$ cat config.mk
export PLATFORM = sky130hd
export DESIGN_NAME = sorted_record_table_flat
export DESIGN_NICKNAME = d
export VERILOG_FILES = /design/src/rtl/core/srt_pkg.sv /design/src/rtl/core/srt_in_if.sv /design/src/rtl/core/srt_out_if.sv /design/src/rtl/core/sorted_record_table.sv /design/src/flat_wrapper.sv
export VERILOG_INCLUDE_DIRS = /design/src /design/src/rtl/core
export SDC_FILE = /design/constraint.sdc
export NUM_CORES = 1
export LEC_CHECK = 0
export ABC_AREA = 1
export BUFFER_PORTS_ARGS = -buffer_cell sky130_fd_sc_hd__buf_2
export CAP_MARGIN = 20
export CELL_PAD_IN_SITES_DETAIL_PLACEMENT = 1
export CELL_PAD_IN_SITES_GLOBAL_PLACEMENT = 2
export CORE_UTILIZATION = 42
export DETAILED_ROUTE_END_ITERATION = 8
export GPL_TIMING_DRIVEN = 1
export MAX_ROUTING_LAYER = met4
export PLACE_DENSITY_LB_ADDON = 0.1
export SETUP_SLACK_MARGIN = 0.3
export SLEW_MARGIN = 40
export SYNTH_ARGS = -nofsm -noshare
export SYNTH_HDL_FRONTEND = slang
export SYNTH_SLANG_ARGS = --single-unit
$ cat constraint.sdc
create_clock -name clk -period 4.25 [get_ports clk]
set_input_delay 0.2125 -clock clk [delete_from_list [all_inputs] [get_ports clk]]
set_output_delay 0.2125 -clock clk [all_outputs]
set_load 0.005 [all_outputs]
$ cat src/rtl/core/sorted_record_table_assert.svh
// Assertion macros used by the RTL of the sorted record table.
`ifndef SORTED_RECORD_TABLE_ASSERT_SVH
`define SORTED_RECORD_TABLE_ASSERT_SVH

// Check that cons holds in the same cycle as ante.
`define SRT_ASSERT_SAME(label, clk, rst_n, ante, cons) \
  label: assert property (@(posedge clk) disable iff (!rst_n) (ante) |-> (cons)) \
    else $error("sorted_record_table: same-cycle check failed");

// Check that cons holds in the cycle after ante.
`define SRT_ASSERT_NEXT(label, clk, rst_n, ante, cons) \
  label: assert property (@(posedge clk) disable iff (!rst_n) (ante) |=> (cons)) \
    else $error("sorted_record_table: next-cycle check failed");

`endif

$ cat src/rtl/core/srt_pkg.sv
package srt_pkg;

  // Default table depth
  localparam int CAPACITY_DEF = 16;

  // Operation codes
  localparam logic FUNC_INSERT = 1'b0;
  localparam logic FUNC_FIND   = 1'b1;

  // Result status codes
  typedef enum logic [1:0] {
    ST_OK       = 2'd0,
    ST_FULL     = 2'd1,
    ST_NOTFOUND = 2'd2
  } status_t;

  // Sequencer states
  typedef enum logic [2:0] {
    S_IDLE,
    S_INS_CHK,
    S_INS_PUT,
    S_FND_CHK,
    S_DONE
  } state_t;

  // One stored record
  typedef struct packed {
    logic [15:0] id;
    logic [11:0] age;
  } rec_t;

endpackage

$ cat src/rtl/core/srt_in_if.sv
interface srt_in_if;
  logic        valid;
  logic        ready;
  logic        func;
  logic [15:0] key_id;
  logic [11:0] entry_age;

  modport source (output valid, output func, output key_id, output entry_age, input ready);
  modport sink   (input valid, input func, input key_id, input entry_age, output ready);
endinterface

$ cat src/rtl/core/srt_out_if.sv
interface srt_out_if;
  logic        valid;
  logic        ready;
  logic [1:0]  status;
  logic [11:0] found_age;
  logic [3:0]  position;
  logic [4:0]  count_now;

  modport source (output valid, output status, output found_age, output position,
                  output count_now, input ready);
  modport sink   (input valid, input status, input found_age, input position,
                  input count_now, output ready);
endinterface

$ cat src/rtl/core/sorted_record_table.sv
// Sorted record table: holds up to CAPACITY (id, age) records, largest age first.
// in_ch carries one word per operation: func selects insert or find, key_id is the
// record id, entry_age the ordering key (unused on find). out_ch returns one word
// per operation: status, found_age, position and count_now.
// The records sit in a single-port-write, single-port-read memory with registered
// read data; one record is examined per cycle by a small sequencer.
// An insert into a non-empty table walks backward from the last record, shifting each
// record with a smaller age up one slot, then writes the new record in the freed slot;
// an insert into an empty table writes slot 0 at once. A find walks forward from slot 0
// until the id matches (status OK, with its age and position) or the last record is
// checked without a match (NOTFOUND). A full insert or a find on an empty table goes
// straight to its result. The sequencer returns to idle as the result loads.
// in_ch.ready is high only while the sequencer is idle; one operation runs at a time.
// The result waits in an output register; the next word is accepted while it waits,
// and the sequencer holds its finished result until out_ch.ready frees that register.
// Reset (rst_n low, synchronous) empties the table and drops any pending result;
// no clearing pass runs, stale memory is never read past the record count.
`include "sorted_record_table_assert.svh"

module sorted_record_table #(
  parameter int CAPACITY = srt_pkg::CAPACITY_DEF
) (
  input  logic              clk,
  input  logic              rst_n,
  srt_in_if.sink            in_ch,
  srt_out_if.source         out_ch
);

  localparam int AW = (CAPACITY > 1) ? $clog2(CAPACITY) : 1;
  localparam int CW = $clog2(CAPACITY + 1);

  srt_pkg::state_t  state_r, state_nxt;
  logic [AW-1:0]    ptr_r, ptr_nxt;
  logic [CW-1:0]    count_r, count_nxt;
  logic [15:0]      key_r, key_nxt;
  logic [11:0]      age_r, age_nxt;
  srt_pkg::status_t res_status_r, res_status_nxt;
  logic [11:0]      res_age_r, res_age_nxt;
  logic [AW-1:0]    res_pos_r, res_pos_nxt;

  logic             out_valid_r;
  logic [1:0]       out_status_r;
  logic [11:0]      out_age_r;
  logic [3:0]       out_pos_r;
  logic [4:0]       out_count_r;

  srt_pkg::rec_t    mem_r [CAPACITY];
  srt_pkg::rec_t    rd_data_r;
  logic             rd_en;
  logic [AW-1:0]    rd_addr;
  logic             wr_en;
  logic [AW-1:0]    wr_addr;
  srt_pkg::rec_t    wr_data;

  logic             in_acc;
  logic             out_free;
  logic             out_load;
  logic             is_full;
  logic             is_empty;
  logic [AW-1:0]    last_addr;

  assign in_ch.ready = (state_r == srt_pkg::S_IDLE);
  assign in_acc      = in_ch.valid && in_ch.ready;
  assign out_free    = !out_valid_r || out_ch.ready;
  assign is_full     = (count_r == CW'(CAPACITY));
  assign is_empty    = (count_r == '0);
  assign last_addr   = AW'(count_r - 1'b1);

  // Sequencer: next state, memory access and result
  always_comb begin
    state_nxt      = state_r;
    ptr_nxt        = ptr_r;
    count_nxt      = count_r;
    key_nxt        = key_r;
    age_nxt        = age_r;
    res_status_nxt = res_status_r;
    res_age_nxt    = res_age_r;
    res_pos_nxt    = res_pos_r;
    rd_en          = 1'b0;
    rd_addr        = ptr_r;
    wr_en          = 1'b0;
    wr_addr        = ptr_r + 1'b1;
    wr_data        = rd_data_r;
    out_load       = 1'b0;
    unique case (state_r)
      srt_pkg::S_IDLE: begin
        if (in_acc) begin
          key_nxt        = in_ch.key_id;
          age_nxt        = in_ch.entry_age;
          res_age_nxt    = '0;
          res_pos_nxt    = '0;
          res_status_nxt = srt_pkg::ST_OK;
          if (in_ch.func == srt_pkg::FUNC_INSERT) begin
            priority if (is_full) begin
              res_status_nxt = srt_pkg::ST_FULL;
              state_nxt      = srt_pkg::S_DONE;
            end else if (is_empty) begin
              ptr_nxt   = '0;
              state_nxt = srt_pkg::S_INS_PUT;
            end else begin
              // start the backward walk at the last record
              rd_en     = 1'b1;
              rd_addr   = last_addr;
              ptr_nxt   = last_addr;
              state_nxt = srt_pkg::S_INS_CHK;
            end
          end else begin
            if (is_empty) begin
              res_status_nxt = srt_pkg::ST_NOTFOUND;
              state_nxt      = srt_pkg::S_DONE;
            end else begin
              rd_en     = 1'b1;
              rd_addr   = '0;
              ptr_nxt   = '0;
              state_nxt = srt_pkg::S_FND_CHK;
            end
          end
        end
      end
      srt_pkg::S_INS_CHK: begin
        if (age_r > rd_data_r.age) begin
          // shift the smaller record up one slot, fetch the one before it
          wr_en   = 1'b1;
          wr_addr = ptr_r + 1'b1;
          wr_data = rd_data_r;
          if (ptr_r == '0) begin
            state_nxt = srt_pkg::S_INS_PUT;
          end else begin
            rd_en   = 1'b1;
            rd_addr = ptr_r - 1'b1;
            ptr_nxt = ptr_r - 1'b1;
          end
        end else begin
          ptr_nxt   = ptr_r + 1'b1;
          state_nxt = srt_pkg::S_INS_PUT;
        end
      end
      srt_pkg::S_INS_PUT: begin
        wr_en          = 1'b1;
        wr_addr        = ptr_r;
        wr_data        = '{id: key_r, age: age_r};
        count_nxt      = count_r + 1'b1;
        res_status_nxt = srt_pkg::ST_OK;
        res_pos_nxt    = ptr_r;
        state_nxt      = srt_pkg::S_DONE;
      end
      srt_pkg::S_FND_CHK: begin
        priority if (rd_data_r.id == key_r) begin
          res_status_nxt = srt_pkg::ST_OK;
          res_age_nxt    = rd_data_r.age;
          res_pos_nxt    = ptr_r;
          state_nxt      = srt_pkg::S_DONE;
        end else if (ptr_r == last_addr) begin
          res_status_nxt = srt_pkg::ST_NOTFOUND;
          state_nxt      = srt_pkg::S_DONE;
        end else begin
          rd_en   = 1'b1;
          rd_addr = ptr_r + 1'b1;
          ptr_nxt = ptr_r + 1'b1;
        end
      end
      srt_pkg::S_DONE: begin
        // hold the result until the output register is free
        if (out_free) begin
          out_load  = 1'b1;
          state_nxt = srt_pkg::S_IDLE;
        end
      end
      default: begin
        state_nxt = srt_pkg::S_IDLE;
      end
    endcase
  end

  // Control registers
  always_ff @(posedge clk) begin
    if (!rst_n) begin
      state_r     <= srt_pkg::S_IDLE;
      count_r     <= '0;
      out_valid_r <= 1'b0;
    end else begin
      state_r <= state_nxt;
      count_r <= count_nxt;
      if (out_load) begin
        out_valid_r <= 1'b1;
      end else if (out_ch.ready) begin
        out_valid_r <= 1'b0;
      end
    end
  end

  // Working and output payload registers
  always_ff @(posedge clk) begin
    ptr_r        <= ptr_nxt;
    key_r        <= key_nxt;
    age_r        <= age_nxt;
    res_status_r <= res_status_nxt;
    res_age_r    <= res_age_nxt;
    res_pos_r    <= res_pos_nxt;
    if (out_load) begin
      out_status_r <= res_status_r;
      out_age_r    <= res_age_r;
      out_pos_r    <= 4'(res_pos_r);
      out_count_r  <= 5'(count_r);
    end
  end

  // Record memory with registered read
  always_ff @(posedge clk) begin
    if (wr_en) begin
      mem_r[wr_addr] <= wr_data;
    end
    if (rd_en) begin
      rd_data_r <= mem_r[rd_addr];
    end
  end

  assign out_ch.valid     = out_valid_r;
  assign out_ch.status    = out_status_r;
  assign out_ch.found_age = out_age_r;
  assign out_ch.position  = out_pos_r;
  assign out_ch.count_now = out_count_r;

  // Checks
  `SRT_ASSERT_SAME(a_count_bound, clk, rst_n, 1'b1, count_r <= CW'(CAPACITY))
  `SRT_ASSERT_SAME(a_load_from_done, clk, rst_n, $rose(out_valid_r),
                   $past(state_r) == srt_pkg::S_DONE)
  `SRT_ASSERT_SAME(a_no_write_idle, clk, rst_n, state_r == srt_pkg::S_IDLE, !wr_en)
  `SRT_ASSERT_NEXT(a_count_only_on_put, clk, rst_n,
                   rst_n && (state_r != srt_pkg::S_INS_PUT), $stable(count_r))

endmodule
$ cat src/flat_wrapper.sv
// flat-port wrapper written by rule: the top's interface ports become plain ports
module sorted_record_table_flat 
#(
  parameter int CAPACITY = srt_pkg::CAPACITY_DEF
)
  (clk, rst_n, in_ch_valid, in_ch_func, in_ch_key_id, in_ch_entry_age, in_ch_ready, out_ch_valid, out_ch_status, out_ch_found_age, out_ch_position, out_ch_count_now, out_ch_ready);
  srt_in_if in_ch_i ();
  srt_out_if out_ch_i ();
  input  logic clk;
  input  logic rst_n;
  input wire logic [$bits(in_ch_i.valid)-1:0] in_ch_valid;
  input wire logic [$bits(in_ch_i.func)-1:0] in_ch_func;
  input wire logic [$bits(in_ch_i.key_id)-1:0] in_ch_key_id;
  input wire logic [$bits(in_ch_i.entry_age)-1:0] in_ch_entry_age;
  output wire logic [$bits(in_ch_i.ready)-1:0] in_ch_ready;
  output wire logic [$bits(out_ch_i.valid)-1:0] out_ch_valid;
  output wire logic [$bits(out_ch_i.status)-1:0] out_ch_status;
  output wire logic [$bits(out_ch_i.found_age)-1:0] out_ch_found_age;
  output wire logic [$bits(out_ch_i.position)-1:0] out_ch_position;
  output wire logic [$bits(out_ch_i.count_now)-1:0] out_ch_count_now;
  input wire logic [$bits(out_ch_i.ready)-1:0] out_ch_ready;
  assign in_ch_i.valid = in_ch_valid;
  assign in_ch_i.func = in_ch_func;
  assign in_ch_i.key_id = in_ch_key_id;
  assign in_ch_i.entry_age = in_ch_entry_age;
  assign in_ch_ready = in_ch_i.ready;
  assign out_ch_valid = out_ch_i.valid;
  assign out_ch_status = out_ch_i.status;
  assign out_ch_found_age = out_ch_i.found_age;
  assign out_ch_position = out_ch_i.position;
  assign out_ch_count_now = out_ch_i.count_now;
  assign out_ch_i.ready = out_ch_ready;
  sorted_record_table #(.CAPACITY(CAPACITY)) u_core (.clk(clk), .rst_n(rst_n), .in_ch(in_ch_i), .out_ch(out_ch_i));
endmodule
==> flow_metrics.tcl, run 1 <==
set metrics [dict create \
    dr.first_iter.drc_count 1100 \
    drive_above_1_share_pct 10.7 \
    yosysSeqAreaShare_pct 67.2 \
    gp_congestion 0.842 \
    final-instance-count-excl-fill 3271 \
    n_fill_cell 6256 \
    io_pins 58 \
    setup_viol 0 \
    wirelength_mm 72.5 \
    root_buffer "clkbuf_16" \
    dp_hpwl_mm 41.3 \
    grt_pass1_vias 18227 \
    slew_viol_final 0 \
    outcome "completed" \
    period_minus_slack_ns 3.58 \
    tightest_slew_ns 0.881 \
    place_inst 3127 \
    ys_seq_elements 558 \
    port-buffer-count 57 \
    fin_worst_skew_ns 0.0152 \
    clkLatencyLatePin_ns 0.62 \
    grt_max_degree 97 \
    maxCapViolCount 0 \
    synth_top_area_share_pct 66.5 \
    syn_area_per_cell_um2 10.5 \
    syn_nets 2404 \
    synthCells 2354 \
    rsz0062_at_grt "no" \
    cts_resized 0 \
    path_clk_slew_ns 0.06 \
    finalInstanceArea_um2 28700 \
    routed_via_density 5.32 \
    fin_nets 2506 \
    multi_input_comb_area_um2 6370 \
    slew_headroom_pct 41.3 \
    post-route-util_pct 49.5 \
    dr.pass1.iters 5 \
    rows 88 \
    crit_required_ns 4.73 \
    cts_max_path_buffers 3 \
    final-hold-violation-count 0 \
    async_reset_ff_share_pct 0 \
    layout.area.seq_um2 16700 \
    ant_nets 0 \
    finalCritPeriodShare_pct 84.3 \
    synth.top_cells.by_count "549 x edfxtp_1, 530 x nand3_1, 500 x nand2_1" \
    area_delta_synth_final_pct 15.9 \
    min_path_type "primary input to flop" \
    htreeDepth 2 \
    synth_top_flop_cell "edfxtp_1" \
    yosysWarnings 0 \
    place_area_um2 26500 \
    num_vias 17394 \
    yosysMostFrequentCell "edfxtp_1" \
    die_w_um 245 \
    worst_setup_path_end_kind "flop" \
    syn_area_um2 24800 \
    synth_area_leader_cell "edfxtp_1" \
    wire_per_inst_um 22.2 \
    initial_core_util_pct 42.8 \
    core_um2 58000 \
    die_h_um 245 \
    synth_edf_count 549 \
    grt_pass1_wl_mm 111 \
    crit_fanout 60 \
    finalSetupTns_ns 0 \
    grt-ovfl-total 0 \
    timing.fmax_mhz 279 \
    ys_types 39 \
    grtUsageTotal_pct 25.3 \
    antenna_found_initial 1 \
    synth.area.top_cells "edfxtp_1 66%, nand3_1 11%, nand2_1 7.6%, inv_1 5.6%, nand3b_1 1.9%" \
    drc 0 \
    cts_buffers 60 \
    cts_tree "yes" \
    critical_path_arrival_ns 4.07 \
    dieArea_um2 60000 \
    start_kind "flop" \
    cts.sinks 558 \
    crit_type "flop to flop" \
]
[placed cells by master, fill, tap and decap left out, types with 15 or more instances in the layout]
cell type / n
a21oi_1: 16
buf_4: 58
nor2_1: 50
clkbuf_16: 61
o21ai_0: 42
nand3_1: 529
dlygate4sd3_1: 30
nand3b_1: 63
edfxtp_1: 549
buf_2: 57
nor2_4: 19
buf_12: 19
inv_1: 369
ha_1: 17
nand2_1: 498
clkinv_1: 15
[per-stage QoR]
step | setup WS (ns) | hold WS [ns]
4_1_cts | 0.481 | 0.0321
6_report | 0.666 | 0.0828
5_1_grt | 0.332 | 0.0840
2_1_floorplan | 0.869 | 0.310
3_5_place_dp | 0.519 | 0.391
3_3_place_gp | 0.612 | 0.390
[worst max-delay path, cell delays in order, from the launching register on]
cell,delay [ns]
edfxtp_1,0.44
nand2_1,0.11
nand2_1,0.09
nor2_1,0.22
nand2_1,0.10
nor2_1,0.33
nand2_1,0.29
nand2_2,0.21
nand2_1,0.07
nand3_1,0.09
nand3_1,0.12
nand2_4,0.12
buf_4,0.69
nand3_1,0.19
nand3_1,0.15
nand3_1,0.10
nand2_1,0.09
[path summary, 6_finish.rpt]
path,start,end,slack (ns),cells past startpoint
min,in_ch_func,u_core.res_status_r[0],0.08,2
max reg2reg,u_core.key_r[2],u_core.rd_data_r[14],0.67,16
min reg2reg,u_core.res_pos_r[3],u_core.out_ch.position[3],0.42,0
max,u_core.key_r[2],u_core.rd_data_r[14],0.67,16
[final cells by class]
class                      count  area share [%]
clock inverter                37            1.18
sequential                   558            58.0
timing repair buffer         164            4.88
multi-input combinational   1291            22.2
clock buffer                  74            5.48
tap                          765            3.33
inverter                     381            4.98
antenna                        1         0.00871
[repair_timing]
action,in CTS,in global routing
hold buffers,30,0
buffers inserted,0,2
hold endpoints to repair,37,0
endpoints found under the setup margin,0,16
[logic make-up (layout without fill, tap and decap cells)]
kind of cell / count (synthesis) / after routing / share of synthesized area (%)
other cells: 0 / 1 / 0
xor+xnor: 7 / 7 / 0.247
buf+inv: 505 / 656 / 8.09
flops: 558 / 558 / 67.2
fa+ha+maj: 17 / 17 / 0.857
simple gates: 1178 / 1178 / 21.7
compound gates: 89 / 89 / 1.94
[metal layers]
metal  share of wire [%]  track usage, %  vias up
met3                 4.3            3.04      100
met1                  45            32.9     8810
met4                 2.1            6.45        0
li1                    -               -     8123
met5                   0               -        -
met2                  49            42.1      361
[flip-flops by register name (all words and copies together), names as in the netlist, 3 cells and up]
| signal | cells |
|---|---|
| u_core.mem_r | 448 |
| u_core.rd_data_r | 28 |
| u_core.key_r | 16 |
| u_core.age_r | 12 |
| u_core.out_ch.found_age | 12 |
| u_core.res_age_r | 12 |
| u_core.count_r | 5 |
| u_core.out_ch.count_now | 5 |
| u_core.out_ch.position | 4 |
| u_core.ptr_r | 4 |
| u_core.res_pos_r | 4 |
| u_core.state_r | 3 |
Power of run 1 is not shown: default switching activity piles up to over one toggle a cycle in this logic, so the estimate is an artifact.
==> run 2, diff against run 1 <==
clock period = 3.6 ns   (was 4.25 ns; I/O delays follow)
==> run 2 against run 1 <==
Final cell count increased by 1.7%. Routed wire length increased by 5.1%. Sequential cell count unchanged. Clock-buffer cell count increased by 1. Register-to-register slack got worse by 0.23 ns. Utilization increased by 1.6 points. Worst hold slack improved by 0.15 ns. Non-clock buffer count increased by 55. Critical endpoint is now u_core.rd_data_r[4]. Worst setup slack got worse by 0.23 ns. Highest routed layer unchanged. Fmax increased by 13%. Die area unchanged. First-iteration DRC count increased by 4.7%.
==> flow_metrics.tcl, run 2 (synthesis gave the netlist of run 1 again) <==
set metrics [dict create \
    wirelength_mm 76.2 \
    fin_nets 2563 \
    period_minus_slack_ns 3.17 \
    cts_max_path_buffers 3 \
    tightest_slew_ns 0.782 \
    ant_nets 0 \
    htreeDepth 2 \
    r2r_cells 17 \
    cpLargestDelayFamily "simple AND/OR/NAND/NOR gates" \
    timing.fmax_mhz 316 \
    grt_pass1_wl_mm 112 \
    path_buf_inv 3 \
    root_buffer "clkbuf_16" \
    multi_input_comb_area_um2 6400 \
    maxCapViolCount 0 \
    num_vias 17719 \
    grtUsageTotal_pct 25.9 \
    grt_pass1_vias 18273 \
    crit_type "flop to flop" \
    startpoint "u_core.age_r[9]" \
    antenna_found_initial 2 \
    finalSetupTns_ns 0 \
    grt_max_degree 94 \
    routed_via_density 5.33 \
    rsz0062_at_grt "yes" \
    cts_tree "yes" \
    dr.pass1.iters 5 \
    min_path_type "primary input to flop" \
    worstPathCellList "ha_1, nand2_1, nor2_2, nand4_1, nand3_1, nand3_1, nand3_4, buf_12, nand2_8, buf_4, clkbuf_16, nand2_1, nand2_1, nand2_1, nand3_1, nand3_1, nand2_1" \
    port-buffer-count 57 \
    final_common_cell "edfxtp_1" \
    grt-ovfl-total 0 \
    worst_setup_path_end_kind "flop" \
    start_kind "flop" \
    whs_path_depth 4 \
    crit_fanout 15 \
    reg_top3 "u_core.mem_r: 448 flops, u_core.rd_data_r: 28 flops, u_core.key_r: 16 flops" \
    path_clk_slew_ns 0.06 \
    fin_worst_skew_ns 0.0190 \
    largest_reg_flops 448 \
    crit_required_ns 3.97 \
    drive_above_1_share_pct 12.9 \
    dp_hpwl_mm 42.8 \
    io_pins 58 \
    post-route-util_pct 51.2 \
    fin_ws_ns 0.431 \
    slowest_delay_ns 0.44 \
    dieArea_um2 60000 \
    core_um2 58000 \
    layout.area.seq_um2 16700 \
    die_h_um 245 \
    clkLatencyLatePin_ns 0.64 \
    finalCritPeriodShare_pct 88.0 \
    mostFrequentLayoutCells "549 x edfxtp_1, 527 x nand3_1, 494 x nand2_1" \
    drc 0 \
    cp_slowest_cell "edfxtp_1" \
    final-hold-violation-count 0 \
    min_from "in_ch_valid" \
    die_w_um 245 \
    cts.sinks 558 \
    path_common_cell "nand2_1" \
    top_register "u_core.mem_r" \
    place_ws_ns 0.121 \
    wire_per_inst_um 22.9 \
    area_delta_synth_final_pct 19.6 \
    n_fill_cell 6188 \
    rows 88 \
    outcome "completed" \
    gp_congestion 0.842 \
    path_depth 17 \
    cts_buffers 61 \
    critical_path_arrival_ns 3.54 \
    initial_core_util_pct 42.8 \
    holdWs_ns 0.229 \
    setup_viol 0 \
    slew_headroom_pct 47.3 \
    dr.first_iter.drc_count 1152 \
    slew_viol_final 0 \
    r2r_start "u_core.age_r[9]" \
]
run 2: cell count changes in the layout (fill, tap and decap cells not counted), sizes merged:
| cell | before | now |
|---|---|---|
| dlygate4sd3 | 30 | 31 |
| bufinv | 6 | 7 |
| clkinvlp | 0 | 2 |
| bufbuf | 0 | 2 |
| inv | 382 | 383 |
| o21ai | 60 | 61 |
| buf | 134 | 181 |
| clkinv | 30 | 24 |
| clkbuf | 74 | 80 |
run 2: metrics by stage:
step / cell area [µm²] / std cells
global placement: 26900 / 3159
floorplan: 24800 / 2354
detailed placement: 26900 / 3159
finish: 29700 / 3326
global route: 29700 / 3326
CTS: 29400 / 3313
run 2: worst register-to-register path, stage by stage (launching register included):
cell,delay (ns)
edfxtp_1,0.44
ha_1,0.33
nand2_1,0.10
nor2_2,0.13
nand4_1,0.27
nand3_1,0.24
nand3_1,0.16
nand3_4,0.17
buf_12,0.13
nand2_8,0.12
buf_4,0.23
clkbuf_16,0.19
nand2_1,0.07
nand2_1,0.04
nand2_1,0.06
nand3_1,0.08
nand3_1,0.09
nand2_1,0.08
run 2: timing repair:
action | CTS | global route
gates resized for setup | 9 | 18
gates cloned | 4 | 5
pin swaps | 2 | 4
buffers inserted | 9 | 7
hold endpoints to repair | 38 | 0
setup endpoints to repair | 28 | 146
hold buffers | 31 | 0
run 2: final cells by class:
type                       instances  share of cell area [%]
antenna                            1                 0.00843
clock buffer                      75                    5.39
clock inverter                    35                    1.27
inverter                         381                    4.83
multi-input combinational       1292                    21.6
sequential                       558                    56.1
tap                              765                    3.22
timing repair buffer             219                    7.56
run 2: worst paths after layout:
kind	endpoint	slack [ns]
max	u_core.rd_data_r[4]	0.43
min	u_core.age_r[10]	0.23
max reg2reg	u_core.rd_data_r[4]	0.43
min reg2reg	u_core.out_ch.found_age[3]	0.42
run 2: routing by layer:
metal	vias to the layer above	part of all wire [%]	track usage (%)
li1	8259	-	-
met5	-	0	-
met3	125	4.7	3.52
met4	0	2.6	7.72
met1	8899	44	33.4
met2	436	49	42.4
Power of run 2 is left out for the same reason.
